**config.mk**
```make
export PLATFORM = sky130hd
export DESIGN_NAME = countdown_timer_with_alarm_unit
export DESIGN_NICKNAME = d
export VERILOG_FILES = /design/src/hw/rtl/cdt_pkg.sv /design/src/hw/rtl/cdt_cfg.sv /design/src/hw/rtl/cdt_core.sv /design/src/hw/rtl/countdown_timer_with_alarm_unit.sv
export SDC_FILE = /design/constraint.sdc
export NUM_CORES = 2
export LEC_CHECK = 0
export ABC_AREA = 1
export BUFFER_PORTS_ARGS = -buffer_cell sky130_fd_sc_hd__buf_2
export CORE_MARGIN = 1.5
export CORE_UTILIZATION = 64
export CTS_CLUSTER_DIAMETER = 50
export CTS_CLUSTER_SIZE = 12
export DETAILED_ROUTE_END_ITERATION = 8
export PLACE_DENSITY_LB_ADDON = 0.05
export SYNTH_ARGS = -nofsm -noshare
export SYNTH_HDL_FRONTEND = slang
export SYNTH_SLANG_ARGS = --single-unit
export TNS_END_PERCENT = 30
```
**constraint.sdc**
```tcl
create_clock -name clock -period 9.44 [get_ports clock]
set_clock_uncertainty 0.2 [all_clocks]
set_input_delay 1.416 -clock clock [delete_from_list [all_inputs] [get_ports clock]]
set_output_delay 1.416 -clock clock [all_outputs]
set_load 0.01 [all_outputs]
```
**src/hw/rtl/cdt_pkg.sv**
```systemverilog
package cdt_pkg;

   // operation codes carried in req_tuser
   typedef enum logic [3:0] {
      OP_LOAD        = 4'd0,
      OP_START       = 4'd1,
      OP_PAUSE       = 4'd2,
      OP_RESET       = 4'd3,
      OP_CHECK_DONE  = 4'd4,
      OP_ADJUST      = 4'd5,
      OP_NEXT_FIELD  = 4'd6,
      OP_ALARM_START = 4'd7,
      OP_ALARM_STOP  = 4'd8,
      OP_ALARM_POLL  = 4'd9,
      OP_QUERY       = 4'd10
   } opcode_type;

   // register indexes on the csr channel
   typedef enum logic [3:0] {
      REG_BEEP_GAP    = 4'd0,
      REG_ALARM_LIMIT = 4'd1
   } reg_index_type;

   // edit field selector codes
   localparam logic [1:0] FIELD_HOURS   = 2'd0;
   localparam logic [1:0] FIELD_MINUTES = 2'd1;
   localparam logic [1:0] FIELD_SECONDS = 2'd2;

   localparam logic [6:0]  MAX_HOURS        = 7'd99;
   localparam logic [6:0]  MAX_MIN_SEC      = 7'd59;
   localparam logic [28:0] MS_PER_HOUR      = 29'd3600000;
   localparam logic [28:0] MS_PER_MINUTE    = 29'd60000;
   localparam logic [28:0] MS_PER_SECOND    = 29'd1000;
   localparam logic [28:0] MIN_DURATION_MS  = 29'd1000;

   localparam logic [6:0]  HOURS_RESET      = 7'd0;
   localparam logic [5:0]  MINUTES_RESET    = 6'd5;
   localparam logic [5:0]  SECONDS_RESET    = 6'd0;
   localparam logic [15:0] BEEP_GAP_RESET   = 16'd1200;
   localparam logic [19:0] ALARM_LIMIT_RESET = 20'd30000;

   typedef struct packed {
      opcode_type         opcode;
      logic [31:0]        now_ms;
      logic signed [7:0]  step;
      logic               restore;
      logic               event_accepted;
   } req_item_type;

   typedef struct packed {
      logic [31:0] remaining_ms;
      logic [28:0] total_ms;
      logic        running;
      logic [6:0]  hours_set;
      logic [5:0]  minutes_set;
      logic [5:0]  seconds_set;
      logic [1:0]  edit_field;
      logic        done_request;
      logic        beep;
      logic        alarm_expired;
   } rsp_item_type;

   typedef struct packed {
      logic [15:0] beep_gap_ms;
      logic [19:0] alarm_limit_ms;
   } cfg_type;

endpackage

```
**src/hw/rtl/cdt_cfg.sv**
```systemverilog
module cdt_cfg (
   input  logic                clock,
   input  logic                reset,
   input  logic                csr_valid,
   output logic                csr_ready,
   input  logic [3:0]          csr_index,
   input  logic [31:0]         csr_data,
   output cdt_pkg::cfg_type    cfg
);

   logic [15:0] beep_gap_ff, beep_gap_in;
   logic [19:0] alarm_limit_ff, alarm_limit_in;
   logic        write;

   assign csr_ready = 1'b1;
   assign write     = csr_valid && csr_ready;

   always_comb begin
      beep_gap_in    = beep_gap_ff;
      alarm_limit_in = alarm_limit_ff;
      if (write) begin
         case (csr_index)
            cdt_pkg::REG_BEEP_GAP:    beep_gap_in    = csr_data[15:0];
            cdt_pkg::REG_ALARM_LIMIT: alarm_limit_in = csr_data[19:0];
            default: ;  // writes beyond the map are dropped
         endcase
      end
   end

   always_ff @(posedge clock) begin
      if (reset) begin
         beep_gap_ff    <= cdt_pkg::BEEP_GAP_RESET;
         alarm_limit_ff <= cdt_pkg::ALARM_LIMIT_RESET;
      end else begin
         beep_gap_ff    <= beep_gap_in;
         alarm_limit_ff <= alarm_limit_in;
      end
   end

   assign cfg.beep_gap_ms    = beep_gap_ff;
   assign cfg.alarm_limit_ms = alarm_limit_ff;

endmodule

```
**src/hw/rtl/cdt_core.sv**
```systemverilog
module cdt_core (
   input  logic                   clock,
   input  logic                   reset,
   input  logic                   item_valid,
   input  cdt_pkg::req_item_type  item,
   input  cdt_pkg::cfg_type       cfg,
   output cdt_pkg::rsp_item_type  result
);

   logic [6:0]  hours_ff, hours_in;
   logic [5:0]  minutes_ff, minutes_in;
   logic [5:0]  seconds_ff, seconds_in;
   logic [1:0]  field_ff, field_in;
   logic [28:0] duration_ff, duration_in;
   logic [31:0] left_ff, left_in;
   logic [31:0] end_ff, end_in;
   logic        counting_ff, counting_in;
   logic [31:0] last_beep_ff, last_beep_in;
   logic [31:0] alarm_begin_ff, alarm_begin_in;

   logic        done, beep, expired;
   logic [6:0]  adj_hours;
   logic [6:0]  adj_minutes_wide, adj_seconds_wide;
   logic [5:0]  adj_minutes, adj_seconds;
   logic [31:0] now;

   function automatic logic [6:0] clamp_add(input logic [6:0] v, input logic signed [7:0] d,
                                            input logic [6:0] hi);
      logic signed [9:0] s;
      logic [6:0]        r;
      s = $signed({3'b000, v}) + $signed({{2{d[7]}}, d});
      if (s < 10'sd0)
         r = 7'd0;
      else if (s > $signed({3'b000, hi}))
         r = hi;
      else
         r = s[6:0];
      return r;
   endfunction

   function automatic logic [28:0] duration_of(input logic [6:0] h, input logic [5:0] m,
                                               input logic [5:0] s);
      logic [28:0] ms;
      ms = 29'(h) * cdt_pkg::MS_PER_HOUR + 29'(m) * cdt_pkg::MS_PER_MINUTE
         + 29'(s) * cdt_pkg::MS_PER_SECOND;
      if (ms == 29'd0)
         ms = cdt_pkg::MIN_DURATION_MS;
      return ms;
   endfunction

   // plain unsigned compare against the end stamp, not wrap-aware
   function automatic logic [31:0] until_end(input logic [31:0] t, input logic [31:0] e);
      return (t >= e) ? 32'd0 : e - t;
   endfunction

   assign now = item.now_ms;

   always_comb begin
      hours_in       = hours_ff;
      minutes_in     = minutes_ff;
      seconds_in     = seconds_ff;
      field_in       = field_ff;
      duration_in    = duration_ff;
      left_in        = left_ff;
      end_in         = end_ff;
      counting_in    = counting_ff;
      last_beep_in   = last_beep_ff;
      alarm_begin_in = alarm_begin_ff;
      done           = 1'b0;
      beep           = 1'b0;
      expired        = 1'b0;

      adj_hours        = hours_ff;
      adj_minutes_wide = {1'b0, minutes_ff};
      adj_seconds_wide = {1'b0, seconds_ff};
      case (field_ff)
         cdt_pkg::FIELD_HOURS:
            adj_hours = clamp_add(hours_ff, item.step, cdt_pkg::MAX_HOURS);
         cdt_pkg::FIELD_MINUTES:
            adj_minutes_wide = clamp_add({1'b0, minutes_ff}, item.step, cdt_pkg::MAX_MIN_SEC);
         default:  // the unused selector code edits seconds too
            adj_seconds_wide = clamp_add({1'b0, seconds_ff}, item.step, cdt_pkg::MAX_MIN_SEC);
      endcase
      adj_minutes = adj_minutes_wide[5:0];
      adj_seconds = adj_seconds_wide[5:0];

      case (item.opcode)
         cdt_pkg::OP_LOAD: begin
            duration_in = duration_of(hours_ff, minutes_ff, seconds_ff);
            left_in     = 32'(duration_in);
         end
         cdt_pkg::OP_START: begin
            end_in      = now + left_ff;
            counting_in = 1'b1;
         end
         cdt_pkg::OP_PAUSE: begin
            left_in     = until_end(now, end_ff);
            counting_in = 1'b0;
         end
         cdt_pkg::OP_RESET: begin
            counting_in = 1'b0;
            left_in     = 32'(duration_ff);
         end
         cdt_pkg::OP_CHECK_DONE: begin
            if (counting_ff && now >= end_ff) begin
               done = 1'b1;
               if (item.event_accepted) begin
                  counting_in = 1'b0;
                  left_in     = 32'd0;
               end
            end
         end
         cdt_pkg::OP_ADJUST: begin
            hours_in    = adj_hours;
            minutes_in  = adj_minutes;
            seconds_in  = adj_seconds;
            duration_in = duration_of(adj_hours, adj_minutes, adj_seconds);
            left_in     = 32'(duration_in);
         end
         cdt_pkg::OP_NEXT_FIELD: begin
            case (field_ff)
               cdt_pkg::FIELD_HOURS:   field_in = cdt_pkg::FIELD_MINUTES;
               cdt_pkg::FIELD_MINUTES: field_in = cdt_pkg::FIELD_SECONDS;
               default:                field_in = cdt_pkg::FIELD_HOURS;
            endcase
         end
         cdt_pkg::OP_ALARM_START: begin
            alarm_begin_in = now;
            last_beep_in   = 32'd0;
         end
         cdt_pkg::OP_ALARM_STOP: begin
            if (item.restore)
               left_in = 32'(duration_ff);
         end
         cdt_pkg::OP_ALARM_POLL: begin
            if ((now - last_beep_ff) > 32'(cfg.beep_gap_ms)) begin
               beep         = 1'b1;
               last_beep_in = now;
            end
            expired = (now - alarm_begin_ff) > 32'(cfg.alarm_limit_ms);
         end
         default: ;  // query and unused codes leave the state alone
      endcase

      result.remaining_ms  = counting_in ? until_end(now, end_in) : left_in;
      result.total_ms      = duration_in;
      result.running       = counting_in;
      result.hours_set     = hours_in;
      result.minutes_set   = minutes_in;
      result.seconds_set   = seconds_in;
      result.edit_field    = field_in;
      result.done_request  = done;
      result.beep          = beep;
      result.alarm_expired = expired;
   end

   always_ff @(posedge clock) begin
      if (reset) begin
         hours_ff       <= cdt_pkg::HOURS_RESET;
         minutes_ff     <= cdt_pkg::MINUTES_RESET;
         seconds_ff     <= cdt_pkg::SECONDS_RESET;
         field_ff       <= cdt_pkg::FIELD_MINUTES;
         duration_ff    <= 29'd0;
         left_ff        <= 32'd0;
         end_ff         <= 32'd0;
         counting_ff    <= 1'b0;
         last_beep_ff   <= 32'd0;
         alarm_begin_ff <= 32'd0;
      end else if (item_valid) begin
         hours_ff       <= hours_in;
         minutes_ff     <= minutes_in;
         seconds_ff     <= seconds_in;
         field_ff       <= field_in;
         duration_ff    <= duration_in;
         left_ff        <= left_in;
         end_ff         <= end_in;
         counting_ff    <= counting_in;
         last_beep_ff   <= last_beep_in;
         alarm_begin_ff <= alarm_begin_in;
      end
   end

endmodule

```
**src/hw/rtl/countdown_timer_with_alarm_unit.sv**
```systemverilog
// Countdown timer with alarm pacing, driven by timestamped operations.
// req channel: one operation per item; opcode in req_tuser, the current
// millisecond stamp, adjust step and the two flags in req_tdata.
// rsp channel: exactly one status item per operation, in order: remaining
// and full duration, running flag, set hours/minutes/seconds, edit field,
// and the done, beep and alarm-expired flags.
// csr channel: register 0 beep gap (16 bit), register 1 alarm limit
// (20 bit); always ready. The user must write it only while no operation
// is in flight; the block does not enforce this. An accepted item passes
// the input register, then the result register, which raises rsp_tvalid.
// Throughput: one item per cycle when the output does not stall; the timer
// state updates as the item moves from the input into the result register.
// When rsp_tready is low the result register holds; the input register still
// takes one more item, after which req_tready drops until the result moves.
// Reset (synchronous) empties both registers, restores the 0:05:00 setting,
// stops the countdown and loads the default beep gap and alarm limit.
module countdown_timer_with_alarm_unit (
   input  logic        clock,
   input  logic        reset,
   input  logic        req_tvalid,
   output logic        req_tready,
   // now_ms[31:0], step[39:32], restore[40], event_accepted[41], zero[47:42]
   input  logic [47:0] req_tdata,
   // opcode[3:0]
   input  logic [3:0]  req_tuser,
   output logic        rsp_tvalid,
   input  logic        rsp_tready,
   // remaining_ms[31:0], total_ms[60:32], running[61], hours_set[68:62],
   // minutes_set[74:69], seconds_set[80:75], edit_field[82:81],
   // done_request[83], beep[84], alarm_expired[85], zero[87:86]
   output logic [87:0] rsp_tdata,
   input  logic        csr_valid,
   output logic        csr_ready,
   input  logic [3:0]  csr_index,
   input  logic [31:0] csr_data
);

   cdt_pkg::cfg_type      cfg;
   cdt_pkg::req_item_type in_item_ff, in_item_in;
   cdt_pkg::rsp_item_type out_item_ff, result;
   logic                  in_valid_ff, in_valid_in;
   logic                  out_valid_ff, out_valid_in;
   logic                  advance, req_take;

   assign advance    = in_valid_ff && (!out_valid_ff || rsp_tready);
   assign req_tready = !in_valid_ff || advance;
   assign req_take   = req_tvalid && req_tready;

   always_comb begin
      in_item_in.opcode         = cdt_pkg::opcode_type'(req_tuser);
      in_item_in.now_ms         = req_tdata[31:0];
      in_item_in.step           = $signed(req_tdata[39:32]);
      in_item_in.restore        = req_tdata[40];
      in_item_in.event_accepted = req_tdata[41];

      in_valid_in  = req_take ? 1'b1 : (advance ? 1'b0 : in_valid_ff);
      out_valid_in = advance ? 1'b1 : (rsp_tready ? 1'b0 : out_valid_ff);
   end

   cdt_cfg u_cfg (
      .clock     (clock),
      .reset     (reset),
      .csr_valid (csr_valid),
      .csr_ready (csr_ready),
      .csr_index (csr_index),
      .csr_data  (csr_data),
      .cfg       (cfg)
   );

   cdt_core u_core (
      .clock      (clock),
      .reset      (reset),
      .item_valid (advance),
      .item       (in_item_ff),
      .cfg        (cfg),
      .result     (result)
   );

   always_ff @(posedge clock) begin
      if (reset) begin
         in_valid_ff  <= 1'b0;
         out_valid_ff <= 1'b0;
      end else begin
         in_valid_ff  <= in_valid_in;
         out_valid_ff <= out_valid_in;
      end
   end

   always_ff @(posedge clock) begin
      if (req_take)
         in_item_ff <= in_item_in;
      if (advance)
         out_item_ff <= result;
   end

   assign rsp_tvalid = out_valid_ff;
   assign rsp_tdata  = {2'b00,
                        out_item_ff.alarm_expired,
                        out_item_ff.beep,
                        out_item_ff.done_request,
                        out_item_ff.edit_field,
                        out_item_ff.seconds_set,
                        out_item_ff.minutes_set,
                        out_item_ff.hours_set,
                        out_item_ff.running,
                        out_item_ff.total_ms,
                        out_item_ff.remaining_ms};

endmodule

```
* After elaboration in Yosys (flattened, before gate mapping)
Cells that the tools add are included.
** Operators by class
- Add/subtract/negate cells :: 12
- Multipliers :: 6
- Div/mod/pow operators :: 0
- Order comparisons :: 10
- Equal/unequal tests :: 12
- Shift-type cells :: 0
- Muxes and demuxes :: 36
- Bitwise gates (word level) :: 0
- Reduce and logical (&&, ||, !) cells :: 21
** Operators with widths (count)
- 32-bit two-way mux :: 8
- 32-bit case mux with 6 select lines :: 1
- 32-bit subtractor :: 4
- 32-bit greater-or-equal comparator :: 2
- 32-bit case mux with 2 select lines :: 1
- 29-bit by 16-bit adder with 29-bit output :: 2
- 29-bit by 22-bit adder with 29-bit output :: 2
- 29-bit zero test :: 2
- 29-bit two-way mux :: 2
- 29-bit case mux with 2 select lines :: 1
- 6-bit two-way mux :: 8
- 7-bit by 15-bit multiplier with 22-bit output, second input constant :: 2
- 6-bit by 11-bit multiplier with 17-bit output, second input constant :: 2
- 32-bit adder :: 1
- 32-bit by 16-bit > comparator with 1-bit output :: 1
- 32-bit by 20-bit > comparator with 1-bit output :: 1
- 7-bit two-way mux :: 4
- 6-bit by 7-bit multiplier with 13-bit output, second input constant :: 2
- 7-bit by 8-bit adder with 9-bit output :: 2
- 9-bit by 7-bit > comparator with 1-bit output, second input constant :: 2
- 9-bit by 1-bit less-than comparator with 1-bit output, second input constant :: 2
- 4-bit by 3-bit equality test with 1-bit output, second input constant :: 4
- 10-bit by 8-bit > comparator with 1-bit output, second input constant :: 1
- 10-bit by 1-bit less-than comparator with 1-bit output, second input constant :: 1
- 19 further kinds :: 39
** Word-level totals
- Register bits after elaboration :: 349
- Latch bits :: 0
- Memory bits (writable) :: 0
- Bits in read-only memories :: 0
- Input bits :: 93
- Word-level logic and storage cells :: 126
- Memories kept :: 0

* Logic depth before layout (Yosys ltp)
- Depth after elaboration :: 12
- Depth in mapped cells :: 58

* Modules after synthesis
From an unflattened synthesis, not the netlist that was laid out.
** Second synthesis, totals
- Cells, all modules :: 5301
- Area total of the unflattened synthesis :: 37375.8 sq um
** By module, submodules not included
- cdt_core :: times used 1, cells an instance 4915, area an instance 31656.6 sq um, sequential area each 3583.4 sq um
- countdown_timer_with_alarm_unit :: times used 1, cells an instance 147, area an instance 4073.9 sq um, sequential area each 4003.8 sq um
- cdt_cfg :: times used 1, cells an instance 239, area an instance 1645.3 sq um, sequential area each 720.7 sq um

* Worst setup path after synthesis
No wires, ideal clock.
- Path type :: flip-flop to flip-flop
- Start point :: register u_core.hours_ff[0]
- End point :: register out_item_ff, in the netlist rsp_tdata[3] (data pin)
- Setup time :: 0.252 ns
- Arrival time :: 7.627 ns
- Data required time :: 8.988 ns
- Setup slack :: 1.360 ns
- Stages on the path, launching flop included :: 47
- Buffers on the path :: 0
- Cells stage by stage :: dfxtp_1 -> ha_1 -> fa_1 -> nand3_1 -> nand2_1 -> a21oi_1 -> o21ai_0 -> xor2_1 -> inv_1 -> nand2_1 -> nand2_1 -> nand2_1 -> nand3_1 -> o21ai_0 -> inv_1 -> ha_1 -> inv_1 -> fa_1 -> (+11 left out) -> inv_1 -> ha_1 -> a21oi_1 -> o21ai_0 -> a21oi_1 -> nand2_1 -> nand3_1 -> nand2_2 -> nand3_1 -> nand3_1 -> nand2_1 -> inv_1 -> nand4_4 -> nand3_1 -> nor2_1 -> nand2_1 -> nand2_1 -> nand2_1
** RTL lines
- start: declaration :: RTL line cdt_core.sv:10 : logic [6:0] hours_ff, hours_in;
- start signal: assignment :: RTL line cdt_core.sv:159 : hours_ff <= cdt_pkg::HOURS_RESET;
- start signal: assignment :: RTL line cdt_core.sv:170 : hours_ff <= hours_in;
- end signal: assignment :: RTL line countdown_timer_with_alarm_unit.sv:93 : out_item_ff <= result;
- end: declaration :: RTL line countdown_timer_with_alarm_unit.sv:40 : cdt_pkg::rsp_item_type out_item_ff, result;

* Worst setup path in the final report
- Start point :: register in_item_ff[2] in the netlist's numbering
- End point :: register u_core.duration_ff[8]
** On the way
- Word-level cells in the longest chain between the ends :: 11
- Elaborated cells on any way between the ends :: 26
** RTL lines
- start: declaration :: RTL line countdown_timer_with_alarm_unit.sv:39 : cdt_pkg::req_item_type in_item_ff, in_item_in;
- start signal: assignment :: RTL line countdown_timer_with_alarm_unit.sv:91 : in_item_ff <= in_item_in;
- 8-bit by 8-bit adder with 9-bit output or 7-bit by 8-bit adder with 9-bit output (tied branches) :: RTL line cdt_core.sv:31 : s = $signed({3'b000, v}) + $signed({{2{d[7]}}, d});
- 10-bit by 8-bit > comparator with 1-bit output or 9-bit by 7-bit > comparator with 1-bit output (tied branches) :: RTL line cdt_core.sv:34 : else if (s > $signed({3'b000, hi}))
- 7-bit two-way mux or 6-bit two-way mux (tied branches) :: RTL line cdt_core.sv:34
- 7-bit two-way mux or 6-bit two-way mux (tied branches) :: RTL line cdt_core.sv:32 : if (s < 10'sd0)
- 7-bit two-way mux or 6-bit two-way mux (tied branches) :: RTL line cdt_core.sv:76 : case (field_ff)
- 7-bit by 15-bit multiplier with 22-bit output or 6-bit by 11-bit multiplier with 17-bit output (tied branches) :: RTL line cdt_core.sv:44 : ms = 29'(h) * cdt_pkg::MS_PER_HOUR + 29'(m) * cdt_pkg::MS_PER_MINUTE
- 29-bit by 22-bit adder with 29-bit output :: RTL line cdt_core.sv:44
- 29-bit by 16-bit adder with 29-bit output (*) :: RTL line cdt_core.sv:45 : + 29'(s) * cdt_pkg::MS_PER_SECOND;
- 29-bit zero test :: RTL line cdt_core.sv:46 : if (ms == 29'd0)
- 29-bit two-way mux (*) :: RTL line cdt_core.sv:46
- 29-bit case mux with 2 select lines (*) :: RTL line cdt_core.sv:87 : case (item.opcode)
- end signal: assignment :: RTL line cdt_core.sv:174 : duration_ff <= duration_in;
- end: declaration :: RTL line cdt_core.sv:14 : logic [28:0] duration_ff, duration_in;
Mark *: on every way between the ends. The rest lies on a longest branch, timed or not.
A chain may end at the register's enable or synchronous reset.

==> impl_table.tex <==
\begin{tabular}{lr}
\hline
Metric & Value \\
\hline
\multicolumn{2}{l}{\textbf{Status}} \\
\quad Outcome & finished clean \\
\multicolumn{2}{l}{\textbf{Yosys}} \\
\quad Avg Inst Size Synth & 7.026 um2 \\
\quad Post-synthesis cell area & 37660 um2 \\
\quad Number of synthesized flops with an enable pin & 132 \\
\quad Count of distinct cell types in the synthesized netlist & 70 \\
\quad YS warnings & 0 \\
\quad Gate count after technology mapping & 5360 \\
\quad Synth async-reset ratio & 0 \\
\quad \#FFs+latches synth & 349 \\
\quad Primary FF master, synth & dfxtp\_1 \\
\quad Register area share after synthesis & 0.2206 \\
\multicolumn{2}{l}{\textbf{STA}} \\
\quad Smallest hold slack & 266.9 ps \\
\quad Final period utilization & 0.9514 \\
\quad Total of endpoints with negative setup slack in the final report & 0 \\
\quad Number of max-slew violations in the final report & 0 \\
\quad Final critical path time including I/O delays and setup & 8981 ps \\
\quad Slew Limit Headroom & 0.2889 \\
\quad Final Hold Viols & 0 \\
\quad Upper clock frequency limit & 111.3 MHz \\
\quad Worst-Margin Slew & 1067 ps \\
\multicolumn{2}{l}{\textbf{Global routing}} \\
\quad Overall routing resource usage & 0.4048 \\
\quad Total overflow reported by the global router & 0 \\
\quad Global-route wire length before repair & 189.4 mm \\
\quad Antenna violations before repair & 1 \\
\quad Via count of the first global-routing pass & 34.69k \\
\quad Maximum number of pins on one net before global-route repair & 107 \\
\multicolumn{2}{l}{\textbf{Place}} \\
\quad HPWL after detailed placement & 98.07 mm \\
\quad Weighted congestion reported at the end of routability-driven placement & 1.048 \\
\quad Count of input and output buffers & 162 \\
\multicolumn{2}{l}{\textbf{Floorplan}} \\
\quad Die boundary width & 245.6 um \\
\quad Number of core rows & 88 \\
\quad I/O pin count & 184 \\
\quad Die Footprint & 60310 um2 \\
\quad Chip height & 245.6 um \\
\quad Core area & 57920 um2 \\
\quad Initial Util & 0.6503 \\
\multicolumn{2}{l}{\textbf{Setup path}} \\
\quad Worst Setup Path Type & reg -> reg \\
\quad R2R Path End & u\_core.duration\_ff[8]\$\_SDFFE\_PP0P\_ \\
\quad Critical Path Sink Type & flip-flop \\
\quad Arrival time reported for the critical path endpoint & 9320 ps \\
\quad Kind of cell adding the most delay to the critical path & adder cells \\
\quad Worst r2r path cells & 46 \\
\quad Sort of element at the start of the critical path & flip-flop \\
\quad R2r startpoint & in\_item\_ff[2]\$\_DFFE\_PP\_ \\
\quad Critical path fanouts, max & 6 \\
\quad Req. time, crit path & 9780 ps \\
\quad Number of buffer and inverter instances along the worst setup path & 5 \\
\quad Slowest Stage Delay on Critical Path & 560 ps \\
\quad Cell with the most instances on the worst path & nand2\_1 \\
\quad Reg-to-reg setup timing slack & 460 ps \\
\quad CP max-delay cell & fa\_1 \\
\multicolumn{2}{l}{\textbf{Clock tree}} \\
\quad TritonCTS Buffers & 51 \\
\quad Clock insertion delay at the later pin of the skew report & 620 ps \\
\quad \# H-tree levels & 2 \\
\quad Clock sink total & 349 \\
\quad CTS root buf & clkbuf\_16 \\
\quad Clock-pin transition on the worst setup and hold timing paths & 60 ps \\
\quad TritonCTS clock tree & yes \\
\quad Largest buffer count on any clock path & 3 \\
\multicolumn{2}{l}{\textbf{Final layout}} \\
\quad Leading cell type in the layout, fill and taps excluded & nand2\_1 \\
\quad Area taken by flip-flops and latches & 8308 um2 \\
\quad Top library cells by usage in the layout, fill and taps aside & 1128 x nand2\_1, 903 x inv\_1, 475 x ha\_1 \\
\quad Share of final-layout standard cells stronger than drive strength 1 & 0.07714 \\
\quad Filler cell count & 5024 \\
\quad Area of the multi-input gates & 25470 um2 \\
\quad Layout Nets & 6216 \\
\quad Area growth from synthesis to final layout & 9.362\% \\
\multicolumn{2}{l}{\textbf{Detailed routing}} \\
\quad Total number of vias & 37.02k \\
\quad Via-per-instance ratio & 5.863 \\
\quad First-pass iteration count of the detailed router & 6 \\
\quad Final routed wire length divided by cell count & 19.60 um \\
\quad Sum of routed wire length over all layers & 123.8 mm \\
\quad Antenna Nets Post-Route & 0 \\
\quad Violation count after the first detailed-route iteration & 3753 \\
\quad Number of design rule violations left after detail routing & 0 \\
\multicolumn{2}{l}{\textbf{Power and ir drop}} \\
\quad Final Power & 0.01253 W \\
\quad Static leakage power & 21.10 nW \\
\quad Peak ir drop on the vdd network & 0.4785 mV \\
\quad Power density relative to cell area & 304.3 nW/um2 \\
\multicolumn{2}{l}{\textbf{Worst hold path}} \\
\quad Start point of the worst min-delay path & u\_cfg.beep\_gap\_ff[3]\$\_SDFFE\_PP0P\_ \\
\quad Hold path depth & 2 \\
\quad Classification of the worst-slack hold path & reg -> reg \\
\quad Worst min-delay path endpoint & u\_cfg.beep\_gap\_ff[3]\$\_SDFFE\_PP0P\_ \\
\multicolumn{2}{l}{\textbf{Run}} \\
\quad Reported max-cap violation count & 0 \\
\hline
\end{tabular}
## stage by stage
step | worst slack (ps) | instances | util | setup TNS, ps | area [um2]
floorplan | 1360 | 5361 | - | 0 | 37660
global placement | 570.7 | 6212 | 0.6777 | 0 | 39250
detailed placement | 444.7 | 6212 | 0.6777 | 0 | 39250
CTS | 350.3 | 6308 | 0.7089 | 0 | 41060
global route | -17.66 | 6313 | 0.7111 | -17.66 | 41180
finish | 458.6 | 6314 | 0.7112 | 0 | 41190
## worst register-to-register path: cells and delay by family (launching register included)
kind,cells,cell delay (ps)
adders and majority gates,9,3790
AOI/OAI and AO/OA,7,1150
DFF,1,520
xor gates and xnor gates,1,220
and+or+nand+nor,24,2510
buffers and inverters,5,530
## synthesized netlist by cell type, drive strengths merged (6+ instances only)
cell type / number / area, um2
o21a: 17 / 127.6
a31oi: 24 / 156.4
o211ai: 23 / 172.7
o221ai: 9 / 78.83
buf: 37 / 247.7
and3: 6 / 37.54
o22ai: 14 / 87.58
nand3b: 19 / 155.2
a21oi: 474 / 2399
o21ai: 390 / 1971
edfxtp: 132 / 3964
o2111ai: 14 / 122.6
a21boi: 14 / 105.1
nand4: 61 / 402.9
ha: 479 / 5993
xnor2: 82 / 725.7
nand3: 261 / 1374
clkbuf: 84 / 315.3
a221oi: 11 / 96.34
fa: 139 / 2783
or2: 17 / 108.9
xor2: 136 / 1191
a211oi: 16 / 120.1
o21bai: 28 / 214.0
nor2: 483 / 1871
nand2: 1159 / 4435
nor3: 43 / 225.2
inv: 915 / 3435
nor4: 15 / 93.84
a21o: 20 / 150.1
dfxtp: 217 / 4344
## sequential cells by signal, indices dropped and copies added (netlist names), 6 cells and up
signal / count
in_item_ff: 46
rsp_tdata: 86
u_cfg.alarm_limit_ff: 20
u_cfg.beep_gap_ff: 16
u_core.alarm_begin_ff: 32
u_core.duration_ff: 29
u_core.end_ff: 32
u_core.hours_ff: 7
u_core.last_beep_ff: 32
u_core.left_ff: 32
u_core.minutes_ff: 6
u_core.seconds_ff: 6
## routing by layer
layer / vias to the layer above / GRT usage / wire length (um)
li1: 17830 / - / -
met1: 17090 / 0.5475 / 52060
met2: 1773 / 0.6065 / 51700
met3: 328 / 0.09680 / 13580
met4: 0 / 0.1925 / 6429
met5: - / 0 / 0
## where the power goes
part	internal, W	switching (W)	leakage, nW
Clock	0.00124	0.000826	0.878
Combinational	0.00301	0.00564	17.2
Sequential	0.00170	0.000113	3.04
## worst max-delay path by stage
stage	slack [ps]	depth (start not counted)	to	from
4_1_cts	350	49	rsp_tdata[9]$_DFFE_PP_	in_item_ff[2]$_DFFE_PP_
3_5_place_dp	440	46	rsp_tdata[5]$_DFFE_PP_	in_item_ff[2]$_DFFE_PP_
5_1_grt	-20	47	rsp_tdata[5]$_DFFE_PP_	in_item_ff[2]$_DFFE_PP_
6_report	460	46	u_core.duration_ff[8]$_SDFFE_PP0P_	in_item_ff[2]$_DFFE_PP_
3_3_place_gp	570	52	rsp_tdata[7]$_DFFE_PP_	in_item_ff[3]$_DFFE_PP_
2_1_floorplan	1360	46	rsp_tdata[3]$_DFFE_PP_	u_core.hours_ff[0]$_SDFFE_PP0P_
## repair_timing
item | CTS | global route
buffers inserted | 0 | 5
resized for setup | 0 | 31
setup endpoints to repair | 0 | 28
hold buffers | 0 | 0
## layout make-up
type | count | area share
diodes | 1 | 0.00006076
clock buffers | 64 | 0.03372
clock inverters | 32 | 0.01018
inverters | 917 | 0.08372
multi-input cells | 3974 | 0.6185
flip-flops and latches | 349 | 0.2017
well taps | 765 | 0.02324
repair buffers | 212 | 0.02886
## kinds of logic after synthesis
group | share of synthesized area
compound gates | 0.1559
xor+xnor | 0.05090
fa+ha+maj | 0.2330
buf+inv | 0.1063
flops | 0.2206
other cells | 0.0001994
simple gates | 0.2330
(Power assumes the default switching activity.)
